**src/design/rgbfb_pkg.sv**
```systemverilog
// ----------------------------------------------------------------------------
// rgbfb_pkg
// Shared types and codes of the RGB LED frame buffer: operation codes,
// channel orders, register indexes and the links to the shared scale unit.
// ----------------------------------------------------------------------------
package rgbfb_pkg;

  localparam int CHAN_W      = 8;
  localparam int WORD_W      = 24;
  localparam int IN_TDATA_W  = 32;
  localparam int OUT_TDATA_W = 64;

  localparam logic [7:0] CHAN_MAX = 8'hFF;

  // operation codes carried in in_tuser
  localparam logic [2:0] OP_SET_PIXEL = 3'd0;
  localparam logic [2:0] OP_SET_ALL   = 3'd1;
  localparam logic [2:0] OP_GET_PIXEL = 3'd2;
  localparam logic [2:0] OP_SHOW      = 3'd3;
  localparam logic [2:0] OP_CLEAR     = 3'd4;

  // wire channel orders, first letter is the top byte
  localparam logic [2:0] ORD_GRB = 3'd0;
  localparam logic [2:0] ORD_RGB = 3'd1;
  localparam logic [2:0] ORD_BRG = 3'd2;
  localparam logic [2:0] ORD_RBG = 3'd3;
  localparam logic [2:0] ORD_GBR = 3'd4;
  localparam logic [2:0] ORD_BGR = 3'd5;

  // configuration register indexes
  localparam logic [1:0] REG_LED_COUNT  = 2'd0;
  localparam logic [1:0] REG_CHAN_ORDER = 2'd1;
  localparam logic [1:0] REG_BRIGHTNESS = 2'd2;

  // result kinds carried in out_tuser
  localparam logic KIND_READ  = 1'b0;
  localparam logic KIND_STRIP = 1'b1;

  typedef enum logic [0:0] {
    ALU_SCALE,
    ALU_UNSCALE
  } alu_op_t;

  typedef struct packed {
    logic              start;
    alu_op_t           op;
    logic [CHAN_W-1:0] chan;
    logic [CHAN_W-1:0] bright;
  } alu_req_t;

  typedef struct packed {
    logic              done;
    logic [CHAN_W-1:0] result;
  } alu_rsp_t;

  typedef struct packed {
    logic clear;
    logic wr_en;
    logic rd_en;
  } store_ctl_t;

endpackage

```
**src/design/rgbfb_alu.sv**
```systemverilog
// ----------------------------------------------------------------------------
// rgbfb_alu
// Shared channel unit. Scale: chan*bright/255, registered (multiply, then
// reciprocal estimate with one correction). Unscale: (chan*255+bright/2)/
// bright saturated at 255, by restoring division, one quotient bit a cycle.
// ----------------------------------------------------------------------------
module rgbfb_alu (
  input  logic                clk,
  input  logic                rst_n,
  input  rgbfb_pkg::alu_req_t req,
  output rgbfb_pkg::alu_rsp_t rsp
);
  import rgbfb_pkg::*;

  logic              busy_r;
  logic              done_r;
  logic [2:0]        step_r;
  logic [CHAN_W-1:0] rem_r;
  logic [CHAN_W-1:0] dvd_r;
  logic [CHAN_W-1:0] quo_r;
  logic [CHAN_W-1:0] div_r;
  logic [CHAN_W-1:0] result_r;

  logic [15:0]       prod;
  logic [16:0]       est_sum;
  logic [CHAN_W-1:0] est_q;
  logic [15:0]       est_back;
  logic [15:0]       est_rem;
  logic [CHAN_W-1:0] scale_q;
  logic [15:0]       dividend;
  logic [CHAN_W:0]   rem_sh;
  logic              q_bit;
  logic [CHAN_W-1:0] rem_sub;

  // scale: estimate x/255 as (x + x/256)/256, then correct by one
  assign prod     = 16'(req.chan) * 16'(req.bright);
  assign est_sum  = 17'(prod) + 17'(prod[15:8]);
  assign est_q    = est_sum[15:8];
  assign est_back = {est_q, 8'h00} - 16'(est_q);
  assign est_rem  = prod - est_back;
  assign scale_q  = (est_rem >= 16'(CHAN_MAX)) ? est_q + 8'd1 : est_q;

  // unscale: rounded dividend chan*255 + bright/2
  assign dividend = {req.chan, 8'h00} - 16'(req.chan) + 16'(req.bright >> 1);

  // one restoring division step
  assign rem_sh  = {rem_r, dvd_r[CHAN_W-1]};
  assign q_bit   = (rem_sh >= {1'b0, div_r});
  assign rem_sub = CHAN_W'(rem_sh - {1'b0, div_r});

  // control: busy flag, step count, done pulse
  always_ff @(posedge clk) begin
    if (!rst_n) begin
      busy_r <= 1'b0;
      done_r <= 1'b0;
      step_r <= '0;
    end else begin
      done_r <= 1'b0;
      if (busy_r) begin
        step_r <= step_r + 3'd1;
        if (step_r == 3'd7) begin
          busy_r <= 1'b0;
          done_r <= 1'b1;
        end
      end else if (req.start) begin
        step_r <= '0;
        case (req.op)
          ALU_SCALE: begin
            done_r <= 1'b1;
          end
          ALU_UNSCALE: begin
            if ((req.bright == '0) || (dividend[15:8] >= req.bright)) begin
              done_r <= 1'b1;
            end else begin
              busy_r <= 1'b1;
            end
          end
          default: begin
            done_r <= 1'b1;
          end
        endcase
      end
    end
  end

  // datapath: remainder, dividend bits, quotient, result
  always_ff @(posedge clk) begin
    if (busy_r) begin
      rem_r <= q_bit ? rem_sub : rem_sh[CHAN_W-1:0];
      dvd_r <= {dvd_r[CHAN_W-2:0], 1'b0};
      quo_r <= {quo_r[CHAN_W-2:0], q_bit};
      if (step_r == 3'd7) begin
        result_r <= {quo_r[CHAN_W-2:0], q_bit};
      end
    end else if (req.start) begin
      case (req.op)
        ALU_SCALE: begin
          result_r <= scale_q;
        end
        ALU_UNSCALE: begin
          if (req.bright == '0) begin
            result_r <= req.chan;
          end else if (dividend[15:8] >= req.bright) begin
            result_r <= CHAN_MAX;
          end else begin
            rem_r <= dividend[15:8];
            dvd_r <= dividend[7:0];
            div_r <= req.bright;
          end
        end
        default: begin
          result_r <= req.chan;
        end
      endcase
    end
  end

  assign rsp.done   = done_r;
  assign rsp.result = result_r;

endmodule

```
**src/design/rgbfb_store.sv**
```systemverilog
// ----------------------------------------------------------------------------
// rgbfb_store
// Pixel store: one write port, one registered read port. A valid bit per
// entry makes never-written or cleared entries read as zero.
// ----------------------------------------------------------------------------
module rgbfb_store #(
  parameter int DEPTH = 64,
  parameter int AW    = 6
) (
  input  logic                          clk,
  input  logic                          rst_n,
  input  rgbfb_pkg::store_ctl_t         ctl,
  input  logic [AW-1:0]                 wr_addr,
  input  logic [rgbfb_pkg::WORD_W-1:0]  wr_data,
  input  logic [AW-1:0]                 rd_addr,
  output logic [rgbfb_pkg::WORD_W-1:0]  rd_data
);
  import rgbfb_pkg::*;

  logic [WORD_W-1:0] mem [DEPTH];
  logic [DEPTH-1:0]  valid_r;
  logic [WORD_W-1:0] rd_data_r;

  // valid bits: drop all on reset or clear, set on write
  always_ff @(posedge clk) begin
    if (!rst_n) begin
      valid_r <= '0;
    end else if (ctl.clear) begin
      valid_r <= '0;
    end else if (ctl.wr_en) begin
      valid_r[wr_addr] <= 1'b1;
    end
  end

  // write port
  always_ff @(posedge clk) begin
    if (ctl.wr_en) begin
      mem[wr_addr] <= wr_data;
    end
  end

  // registered read, hold between reads
  always_ff @(posedge clk) begin
    if (ctl.rd_en) begin
      rd_data_r <= valid_r[rd_addr] ? mem[rd_addr] : '0;
    end
  end

  assign rd_data = rd_data_r;

endmodule

```
**src/design/rgb_led_frame_buffer_top.sv**
```systemverilog
// ----------------------------------------------------------------------------
// rgb_led_frame_buffer_top
// Frame buffer for a chain of addressable RGB LEDs, with a sequencer that
// drives one shared scale/unscale unit and a registered-read pixel store.
// ----------------------------------------------------------------------------
// Set pixel: three scale passes (request, then wait for the unit), then a write.
// Set all: three scale passes, then a fill that writes every LED in use.
// Get pixel: a store read, then three bit-serial unscale passes; a miss skips both.
// Show: per LED, store read, then output register; clear empties, then shows.
// One item at a time; in_tready is high only while the sequencer is idle.
// Reset: synchronous, clears all valid bits at once; no clearing pass.
// ----------------------------------------------------------------------------
module rgb_led_frame_buffer_top #(
  parameter int MAX_LEDS = 64
) (
  input  logic        clk,
  input  logic        rst_n,
  // input beats
  input  logic        in_tvalid,
  output logic        in_tready,
  // in_tdata: index[5:0], red[13:6], green[21:14], blue[29:22], zero pad
  input  logic [rgbfb_pkg::IN_TDATA_W-1:0] in_tdata,
  // in_tuser: operation[2:0]
  input  logic [2:0]  in_tuser,
  // result beats
  output logic        out_tvalid,
  input  logic        out_tready,
  // out_tdata: strip_word[31:0], read_red[39:32], read_green[47:40],
  //            read_blue[55:48], hit[56], zero pad
  output logic [rgbfb_pkg::OUT_TDATA_W-1:0] out_tdata,
  // out_tuser: kind[0]
  output logic        out_tuser,
  output logic        out_tlast,
  // configuration writes
  input  logic        cfg_valid,
  output logic        cfg_ready,
  input  logic [1:0]  cfg_index,
  input  logic [7:0]  cfg_data
);
  import rgbfb_pkg::*;

  localparam int AW = (MAX_LEDS > 1) ? $clog2(MAX_LEDS) : 1;
  localparam int CW = $clog2(MAX_LEDS + 1);
  localparam logic [1:0] CH_LAST = 2'd2;

  typedef enum logic [3:0] {
    S_IDLE,
    S_SCALE_REQ,
    S_SCALE_WAIT,
    S_WRITE,
    S_FILL,
    S_RD_REQ,
    S_UNS_REQ,
    S_UNS_WAIT,
    S_EMIT,
    S_CLEAR,
    S_SHOW_RD,
    S_SHOW_WR
  } state_t;

  function automatic logic [WORD_W-1:0] pack_word(
    input logic [2:0]        ord,
    input logic [CHAN_W-1:0] r,
    input logic [CHAN_W-1:0] g,
    input logic [CHAN_W-1:0] b
  );
    logic [WORD_W-1:0] w;
    case (ord)
      ORD_RGB: w = {r, g, b};
      ORD_BRG: w = {b, r, g};
      ORD_RBG: w = {r, b, g};
      ORD_GBR: w = {g, b, r};
      ORD_BGR: w = {b, g, r};
      default: w = {g, r, b};
    endcase
    return w;
  endfunction

  // returns {red, green, blue}
  function automatic logic [WORD_W-1:0] unpack_word(
    input logic [2:0]        ord,
    input logic [WORD_W-1:0] w
  );
    logic [WORD_W-1:0] c;
    case (ord)
      ORD_RGB: c = w;
      ORD_BRG: c = {w[15:8], w[7:0], w[23:16]};
      ORD_RBG: c = {w[23:16], w[7:0], w[15:8]};
      ORD_GBR: c = {w[7:0], w[23:16], w[15:8]};
      ORD_BGR: c = {w[7:0], w[15:8], w[23:16]};
      default: c = {w[15:8], w[23:16], w[7:0]};
    endcase
    return c;
  endfunction

  // configuration registers
  logic [6:0]        led_count_r;
  logic [2:0]        chan_order_r;
  logic [CHAN_W-1:0] bright_r;

  // sequencer state and item registers
  state_t            state_r, state_nxt;
  logic [2:0]        op_r, op_nxt;
  logic [5:0]        idx_r, idx_nxt;
  logic [CHAN_W-1:0] red_r, red_nxt;
  logic [CHAN_W-1:0] green_r, green_nxt;
  logic [CHAN_W-1:0] blue_r, blue_nxt;
  logic              hit_r, hit_nxt;
  logic [1:0]        ch_r, ch_nxt;
  logic [AW-1:0]     ptr_r, ptr_nxt;
  logic [CHAN_W-1:0] res0_r, res0_nxt;
  logic [CHAN_W-1:0] res1_r, res1_nxt;
  logic [CHAN_W-1:0] res2_r, res2_nxt;

  // output register
  logic              out_valid_r, out_valid_nxt;
  logic              out_kind_r, out_kind_nxt;
  logic [31:0]       out_word_r, out_word_nxt;
  logic [CHAN_W-1:0] out_red_r, out_red_nxt;
  logic [CHAN_W-1:0] out_green_r, out_green_nxt;
  logic [CHAN_W-1:0] out_blue_r, out_blue_nxt;
  logic              out_hit_r, out_hit_nxt;
  logic              out_last_r, out_last_nxt;

  logic [CW-1:0]     eff_n;
  logic              in_hit;
  logic              ptr_last;
  logic              out_free;
  logic [WORD_W-1:0] packed_word;
  logic [WORD_W-1:0] unpacked;
  logic [CHAN_W-1:0] scale_chan;
  logic [CHAN_W-1:0] uns_chan;

  alu_req_t          alu_req;
  alu_rsp_t          alu_rsp;
  store_ctl_t        st_ctl;
  logic [AW-1:0]     st_wr_addr;
  logic [AW-1:0]     st_rd_addr;
  logic [WORD_W-1:0] st_rd_data;

  // effective count: led_count saturated at the store depth
  assign eff_n    = (led_count_r > 7'(MAX_LEDS)) ? CW'(MAX_LEDS) : CW'(led_count_r);
  assign in_hit   = (7'(in_tdata[5:0]) < 7'(eff_n));
  assign ptr_last = ((CW'(ptr_r) + CW'(1)) == eff_n);
  assign out_free = !out_valid_r || out_tready;

  assign packed_word = pack_word(chan_order_r, res0_r, res1_r, res2_r);
  assign unpacked    = unpack_word(chan_order_r, st_rd_data);

  // pick the channel fed to the shared unit
  always_comb begin
    case (ch_r)
      2'd0:    scale_chan = red_r;
      2'd1:    scale_chan = green_r;
      default: scale_chan = blue_r;
    endcase
    case (ch_r)
      2'd0:    uns_chan = unpacked[23:16];
      2'd1:    uns_chan = unpacked[15:8];
      default: uns_chan = unpacked[7:0];
    endcase
  end

  assign alu_req.start  = (state_r == S_SCALE_REQ) || (state_r == S_UNS_REQ);
  assign alu_req.op     = (state_r == S_UNS_REQ) ? ALU_UNSCALE : ALU_SCALE;
  assign alu_req.chan   = (state_r == S_UNS_REQ) ? uns_chan : scale_chan;
  assign alu_req.bright = bright_r;

  assign st_ctl.clear = (state_r == S_CLEAR);
  assign st_ctl.wr_en = ((state_r == S_WRITE) && (op_r == OP_SET_PIXEL) && hit_r) ||
                        (state_r == S_FILL);
  assign st_ctl.rd_en = (state_r == S_RD_REQ) || (state_r == S_SHOW_RD);
  assign st_wr_addr   = (state_r == S_FILL) ? ptr_r : AW'(idx_r);
  assign st_rd_addr   = (state_r == S_SHOW_RD) ? ptr_r : AW'(idx_r);

  rgbfb_alu u_alu (
    .clk   (clk),
    .rst_n (rst_n),
    .req   (alu_req),
    .rsp   (alu_rsp)
  );

  rgbfb_store #(
    .DEPTH (MAX_LEDS),
    .AW    (AW)
  ) u_store (
    .clk     (clk),
    .rst_n   (rst_n),
    .ctl     (st_ctl),
    .wr_addr (st_wr_addr),
    .wr_data (packed_word),
    .rd_addr (st_rd_addr),
    .rd_data (st_rd_data)
  );

  // sequencer next state
  always_comb begin
    state_nxt     = state_r;
    op_nxt        = op_r;
    idx_nxt       = idx_r;
    red_nxt       = red_r;
    green_nxt     = green_r;
    blue_nxt      = blue_r;
    hit_nxt       = hit_r;
    ch_nxt        = ch_r;
    ptr_nxt       = ptr_r;
    res0_nxt      = res0_r;
    res1_nxt      = res1_r;
    res2_nxt      = res2_r;
    out_valid_nxt = out_valid_r && !out_tready;
    out_kind_nxt  = out_kind_r;
    out_word_nxt  = out_word_r;
    out_red_nxt   = out_red_r;
    out_green_nxt = out_green_r;
    out_blue_nxt  = out_blue_r;
    out_hit_nxt   = out_hit_r;
    out_last_nxt  = out_last_r;

    case (state_r)
      S_IDLE: begin
        if (in_tvalid) begin
          op_nxt    = in_tuser;
          idx_nxt   = in_tdata[5:0];
          red_nxt   = in_tdata[13:6];
          green_nxt = in_tdata[21:14];
          blue_nxt  = in_tdata[29:22];
          hit_nxt   = in_hit;
          ch_nxt    = '0;
          ptr_nxt   = '0;
          case (in_tuser)
            OP_SET_PIXEL, OP_SET_ALL: begin
              state_nxt = S_SCALE_REQ;
            end
            OP_GET_PIXEL: begin
              if (in_hit) begin
                state_nxt = S_RD_REQ;
              end else begin
                res0_nxt  = '0;
                res1_nxt  = '0;
                res2_nxt  = '0;
                state_nxt = S_EMIT;
              end
            end
            OP_SHOW: begin
              state_nxt = (eff_n == '0) ? S_IDLE : S_SHOW_RD;
            end
            OP_CLEAR: begin
              state_nxt = S_CLEAR;
            end
            default: begin
              state_nxt = S_IDLE;
            end
          endcase
        end
      end
      S_SCALE_REQ: begin
        state_nxt = S_SCALE_WAIT;
      end
      S_UNS_REQ: begin
        state_nxt = S_UNS_WAIT;
      end
      S_SCALE_WAIT, S_UNS_WAIT: begin
        // store the channel and advance to the next one
        if (alu_rsp.done) begin
          case (ch_r)
            2'd0:    res0_nxt = alu_rsp.result;
            2'd1:    res1_nxt = alu_rsp.result;
            default: res2_nxt = alu_rsp.result;
          endcase
          if (ch_r == CH_LAST) begin
            state_nxt = (state_r == S_SCALE_WAIT) ? S_WRITE : S_EMIT;
          end else begin
            ch_nxt    = ch_r + 2'd1;
            state_nxt = (state_r == S_SCALE_WAIT) ? S_SCALE_REQ : S_UNS_REQ;
          end
        end
      end
      S_WRITE: begin
        if ((op_r == OP_SET_ALL) && (eff_n != '0)) begin
          state_nxt = S_FILL;
        end else begin
          state_nxt = S_IDLE;
        end
      end
      S_FILL: begin
        if (ptr_last) begin
          state_nxt = S_IDLE;
        end else begin
          ptr_nxt = ptr_r + AW'(1);
        end
      end
      S_RD_REQ: begin
        state_nxt = S_UNS_REQ;
      end
      S_EMIT: begin
        if (out_free) begin
          out_valid_nxt = 1'b1;
          out_kind_nxt  = KIND_READ;
          out_word_nxt  = '0;
          out_red_nxt   = res0_r;
          out_green_nxt = res1_r;
          out_blue_nxt  = res2_r;
          out_hit_nxt   = hit_r;
          out_last_nxt  = 1'b0;
          state_nxt     = S_IDLE;
        end
      end
      S_CLEAR: begin
        state_nxt = (eff_n == '0) ? S_IDLE : S_SHOW_RD;
      end
      S_SHOW_RD: begin
        state_nxt = S_SHOW_WR;
      end
      S_SHOW_WR: begin
        if (out_free) begin
          out_valid_nxt = 1'b1;
          out_kind_nxt  = KIND_STRIP;
          out_word_nxt  = {st_rd_data, 8'h00};
          out_red_nxt   = '0;
          out_green_nxt = '0;
          out_blue_nxt  = '0;
          out_hit_nxt   = 1'b0;
          out_last_nxt  = ptr_last;
          if (ptr_last) begin
            state_nxt = S_IDLE;
          end else begin
            ptr_nxt   = ptr_r + AW'(1);
            state_nxt = S_SHOW_RD;
          end
        end
      end
      default: begin
        state_nxt = S_IDLE;
      end
    endcase
  end

  // state and registered outputs
  always_ff @(posedge clk) begin
    if (!rst_n) begin
      state_r      <= S_IDLE;
      out_valid_r  <= 1'b0;
      led_count_r  <= 7'd64;
      chan_order_r <= ORD_GRB;
      bright_r     <= CHAN_MAX;
    end else begin
      state_r     <= state_nxt;
      out_valid_r <= out_valid_nxt;
      if (cfg_valid) begin
        case (cfg_index)
          REG_LED_COUNT:  led_count_r  <= cfg_data[6:0];
          REG_CHAN_ORDER: chan_order_r <= cfg_data[2:0];
          REG_BRIGHTNESS: bright_r     <= cfg_data;
          default: ;
        endcase
      end
    end
  end

  // payload registers
  always_ff @(posedge clk) begin
    op_r        <= op_nxt;
    idx_r       <= idx_nxt;
    red_r       <= red_nxt;
    green_r     <= green_nxt;
    blue_r      <= blue_nxt;
    hit_r       <= hit_nxt;
    ch_r        <= ch_nxt;
    ptr_r       <= ptr_nxt;
    res0_r      <= res0_nxt;
    res1_r      <= res1_nxt;
    res2_r      <= res2_nxt;
    out_kind_r  <= out_kind_nxt;
    out_word_r  <= out_word_nxt;
    out_red_r   <= out_red_nxt;
    out_green_r <= out_green_nxt;
    out_blue_r  <= out_blue_nxt;
    out_hit_r   <= out_hit_nxt;
    out_last_r  <= out_last_nxt;
  end

  assign in_tready  = (state_r == S_IDLE);
  assign cfg_ready  = 1'b1;
  assign out_tvalid = out_valid_r;
  assign out_tuser  = out_kind_r;
  assign out_tlast  = out_last_r;
  assign out_tdata  = {7'h00, out_hit_r, out_blue_r, out_green_r, out_red_r, out_word_r};

endmodule

```
**config.mk**
```make
export PLATFORM = sky130hd
export DESIGN_NAME = rgb_led_frame_buffer_top
export DESIGN_NICKNAME = d
export VERILOG_FILES = /design/src/design/rgbfb_pkg.sv /design/src/design/rgbfb_alu.sv /design/src/design/rgbfb_store.sv /design/src/design/rgb_led_frame_buffer_top.sv
export SDC_FILE = /design/constraint.sdc
export NUM_CORES = 2
export LEC_CHECK = 0
export BUFFER_PORTS_ARGS = -buffer_cell sky130_fd_sc_hd__buf_2
export CAP_MARGIN = 20
export CORE_ASPECT_RATIO = 1.2
export CORE_MARGIN = 5
export CORE_UTILIZATION = 59
export DETAILED_ROUTE_END_ITERATION = 7
export GPL_ROUTABILITY_DRIVEN = 0
export PLACE_DENSITY = 0.75
export SLEW_MARGIN = 0
export SYNTH_ARGS = -nofsm -noshare
export SYNTH_HDL_FRONTEND = slang
export SYNTH_SLANG_ARGS = --single-unit
```
**constraint.sdc**
```tcl
create_clock -name clk -period 13.95 [get_ports clk]
set_input_delay 2.79 -clock clk [delete_from_list [all_inputs] [get_ports clk]]
set_output_delay 2.79 -clock clk [all_outputs]
set_load 0.02 [all_outputs]
```
==> impl_metrics.ini <==
[logic_synthesis]
syn_area_mm2 = 0.0774
synth_cells = 4642
yosysMostFrequentCell = edfxtp_1
syn_area_per_cell_um2 = 16.7
synth_top_flop_cell = edfxtp_1
yosysWarnings = 0
seq_area_frac_synth_pct = 69.0
post-synth-top-area-cell = edfxtp_1
yosysUniqueCellTypes = 87
synth_area_leaders = edfxtp_1 (67%), mux4_2 (12%), nand2_1 (2.5%), dfxtp_1 (2.4%), ha_1 (1.8%)
yosysTopAreaCellShare_pct = 66.6
synth_seq_cells = 1808
synth_common_cells = edfxtp_1 (1715), nand2_1 (510), mux4_2 (397)
synth_edf_count = 1715
synthArstFlopShare_pct = 0

[critical_path]
path_class = flop to flop
critPathLaunchType = flop
required_ns = 14.48
worst_path_most_repeated_cell = inv_1
cpPeakStageDelay_ns = 0.74
worstSetupEndpointType = flop
critPathArrivalTime_ns = 12.84
crit_fanout = 64
crit_slowest_cell = a21boi_1

[layout]
drive_above_1_share_pct = 20.8
fin_nets = 4989
syn_to_final_growth_pct = 10.4
fill_cells = 8516

[clocking]
root_buffer = clkbuf_16
clk_pin_slew_ns = 0.06
cts_tree = built
postCtsHoldBufs = 0
cts_made_buffers = 167
cts.sinks = 1808
cts.path.max_buffers = 3
clkLatencyLatePin_ns = 0.82
cts_htree_levels = 4
cts_resized = 0
post_cts.repair.setup_buffers = 0

[floorplanning]
ios = 119
start_util_pct = 59.4
fp.dieH_um = 407
die_w_um = 341
core_area_mm2 = 0.130
fp.dieArea_mm2 = 0.139
rows = 145

[detailed_routing]
first_pass_iters = 6
viasPerCell = 6.54
routed_wl_um = 192000
drc = 0
detail_route.wl_per_cell_um = 29.0
postRouteAntennaNets = 0
drtIter0Drc = 4702
num_vias = 43300

[sta]
slew_headroom_pct = 20.8
fin_worst_skew_ns = 0.0245
fmax_mhz = 81.2
drv_slew = 0
rsz0062_at_grt = false
tns_ns = 0
finalSetupViolCount = 0
finalCritPeriodShare_pct = 88.3
post-route-min-period_ns = 12.31
hold_viol = 0
worst_pin_slew_ns = 1.18

[run_status]
status = finished, final reports clean

[min_path]
min_path_type = flop to flop

[global_route]
grt_util_all_layers_pct = 27.8
overflow = 0
grt_max_degree = 134
grt_pass1_wl_um = 283000
grt_pass1_vias = 43400
antenna_found_initial = 3

[flow_run]
cap_violations = 0

[placed_design]
io_buffer_count = 100
dp_hpwl_um = 109000
worst paths after layout:
path / slack (ns) / end / cells past startpoint / startpoint
max: 1.64 / u_alu.result_r[7] / 42 / chan_order_r[1]
min: 0.46 / u_alu.quo_r[6] / 0 / u_alu.quo_r[5]
min reg2reg: 0.46 / u_alu.quo_r[6] / 0 / u_alu.quo_r[5]
max reg2reg: 1.64 / u_alu.result_r[7] / 42 / chan_order_r[1]
stage by stage:
stage          area (um2)  instances  hold WS [ns]  utilization, %  worst slack (ns)
2_1_floorplan       77400       4656         0.426               -              3.53
3_3_place_gp        79900       6307         0.436            61.3              2.07
3_5_place_dp        79900       6309         0.436            61.3              1.88
4_1_cts             85400       6620         0.451            65.6              1.83
5_1_grt             85400       6621         0.475            65.6             0.935
6_report            85400       6624         0.456            65.6              1.64
sequential cells by signal (all words and copies together), names as in the netlist, 4 cells and up:
register         flops
u_store.valid_r     64
u_alu.quo_r          7
ptr_r                6
out_green_r          8
u_alu.div_r          8
green_r              8
led_count_r          7
res0_r               8
blue_r               8
out_word_r          24
u_store.rd_data     24
idx_r                6
red_r                8
res1_r               8
state_r              4
u_alu.result_r       8
bright_r             8
u_alu.dvd_r          8
res2_r               8
u_store.mem       1536
out_blue_r           8
out_red_r            8
u_alu.rem_r          8
worst max-delay path: cells and delay by family (launching register included):
kind                       cells  cell delay [ns]
xor gates and xnor gates       1             0.22
buffers and inverters          7             1.31
AOI/OAI and AO/OA             17             4.31
adders and majority gates      9             3.58
and+or+nand+nor                8             1.86
DFF                            1             0.70
kinds of logic after synthesis:
group           after synthesis  share of synthesized area (%)
compound gates              469                           4.43
xor+xnor                     62                          0.702
fa+ha+maj                   150                           2.79
buf+inv                     396                           2.76
flops                      1808                           69.0
mux                         470                           12.6
other cells                   2                        0.00971
simple gates               1285                           7.73
cells in the final DEF (no fill, tap or decap), drive strengths merged, types with 10 or more instances in the layout:
cell	count
a31oi	22
mux2i	64
a22oi	11
a211oi	18
o31ai	14
edfxtp	1715
and3	61
clkinv	73
ha	112
a221o	11
nor2	278
bufinv	20
inv	133
o21ai	59
mux4	400
fa	38
clkbuf	200
dfxtp	93
a221oi	10
nor3	32
a21oi	96
nor3b	43
and2	48
nor2b	73
nand2b	49
nand3	140
a22o	20
buf	238
a311oi	100
conb	16
o21ba	10
nand2	510
xnor2	55
o211ai	17
nor4	10
a21o	15
metal layers:
metal | track usage [%] | vias to the layer above | share of wire (%)
li1 | - | 18400 | -
met1 | 34.7 | 22200 | 35
met2 | 47.2 | 2311 | 51
met3 | 4.71 | 467 | 8.1
met4 | 14.9 | 0 | 6.1
met5 | 0 | - | 0
area by class of cell:
cell class	instances	area (um2)	area share, %
Antenna cell	3	7.51	0.00879
Tap cell	1690	2110	2.48
Inverter	122	458	0.536
Sequential cell	1808	53400	62.5
Clock buffer	200	4310	5.05
Multi-Input combinational cell	2452	22300	26.2
Clock inverter	111	1180	1.38
Timing Repair Buffer	238	1630	1.91
Power is left out: the tool's default activity adds up to more than one toggle a clock period on the data nets, which glitch-free logic cannot reach.
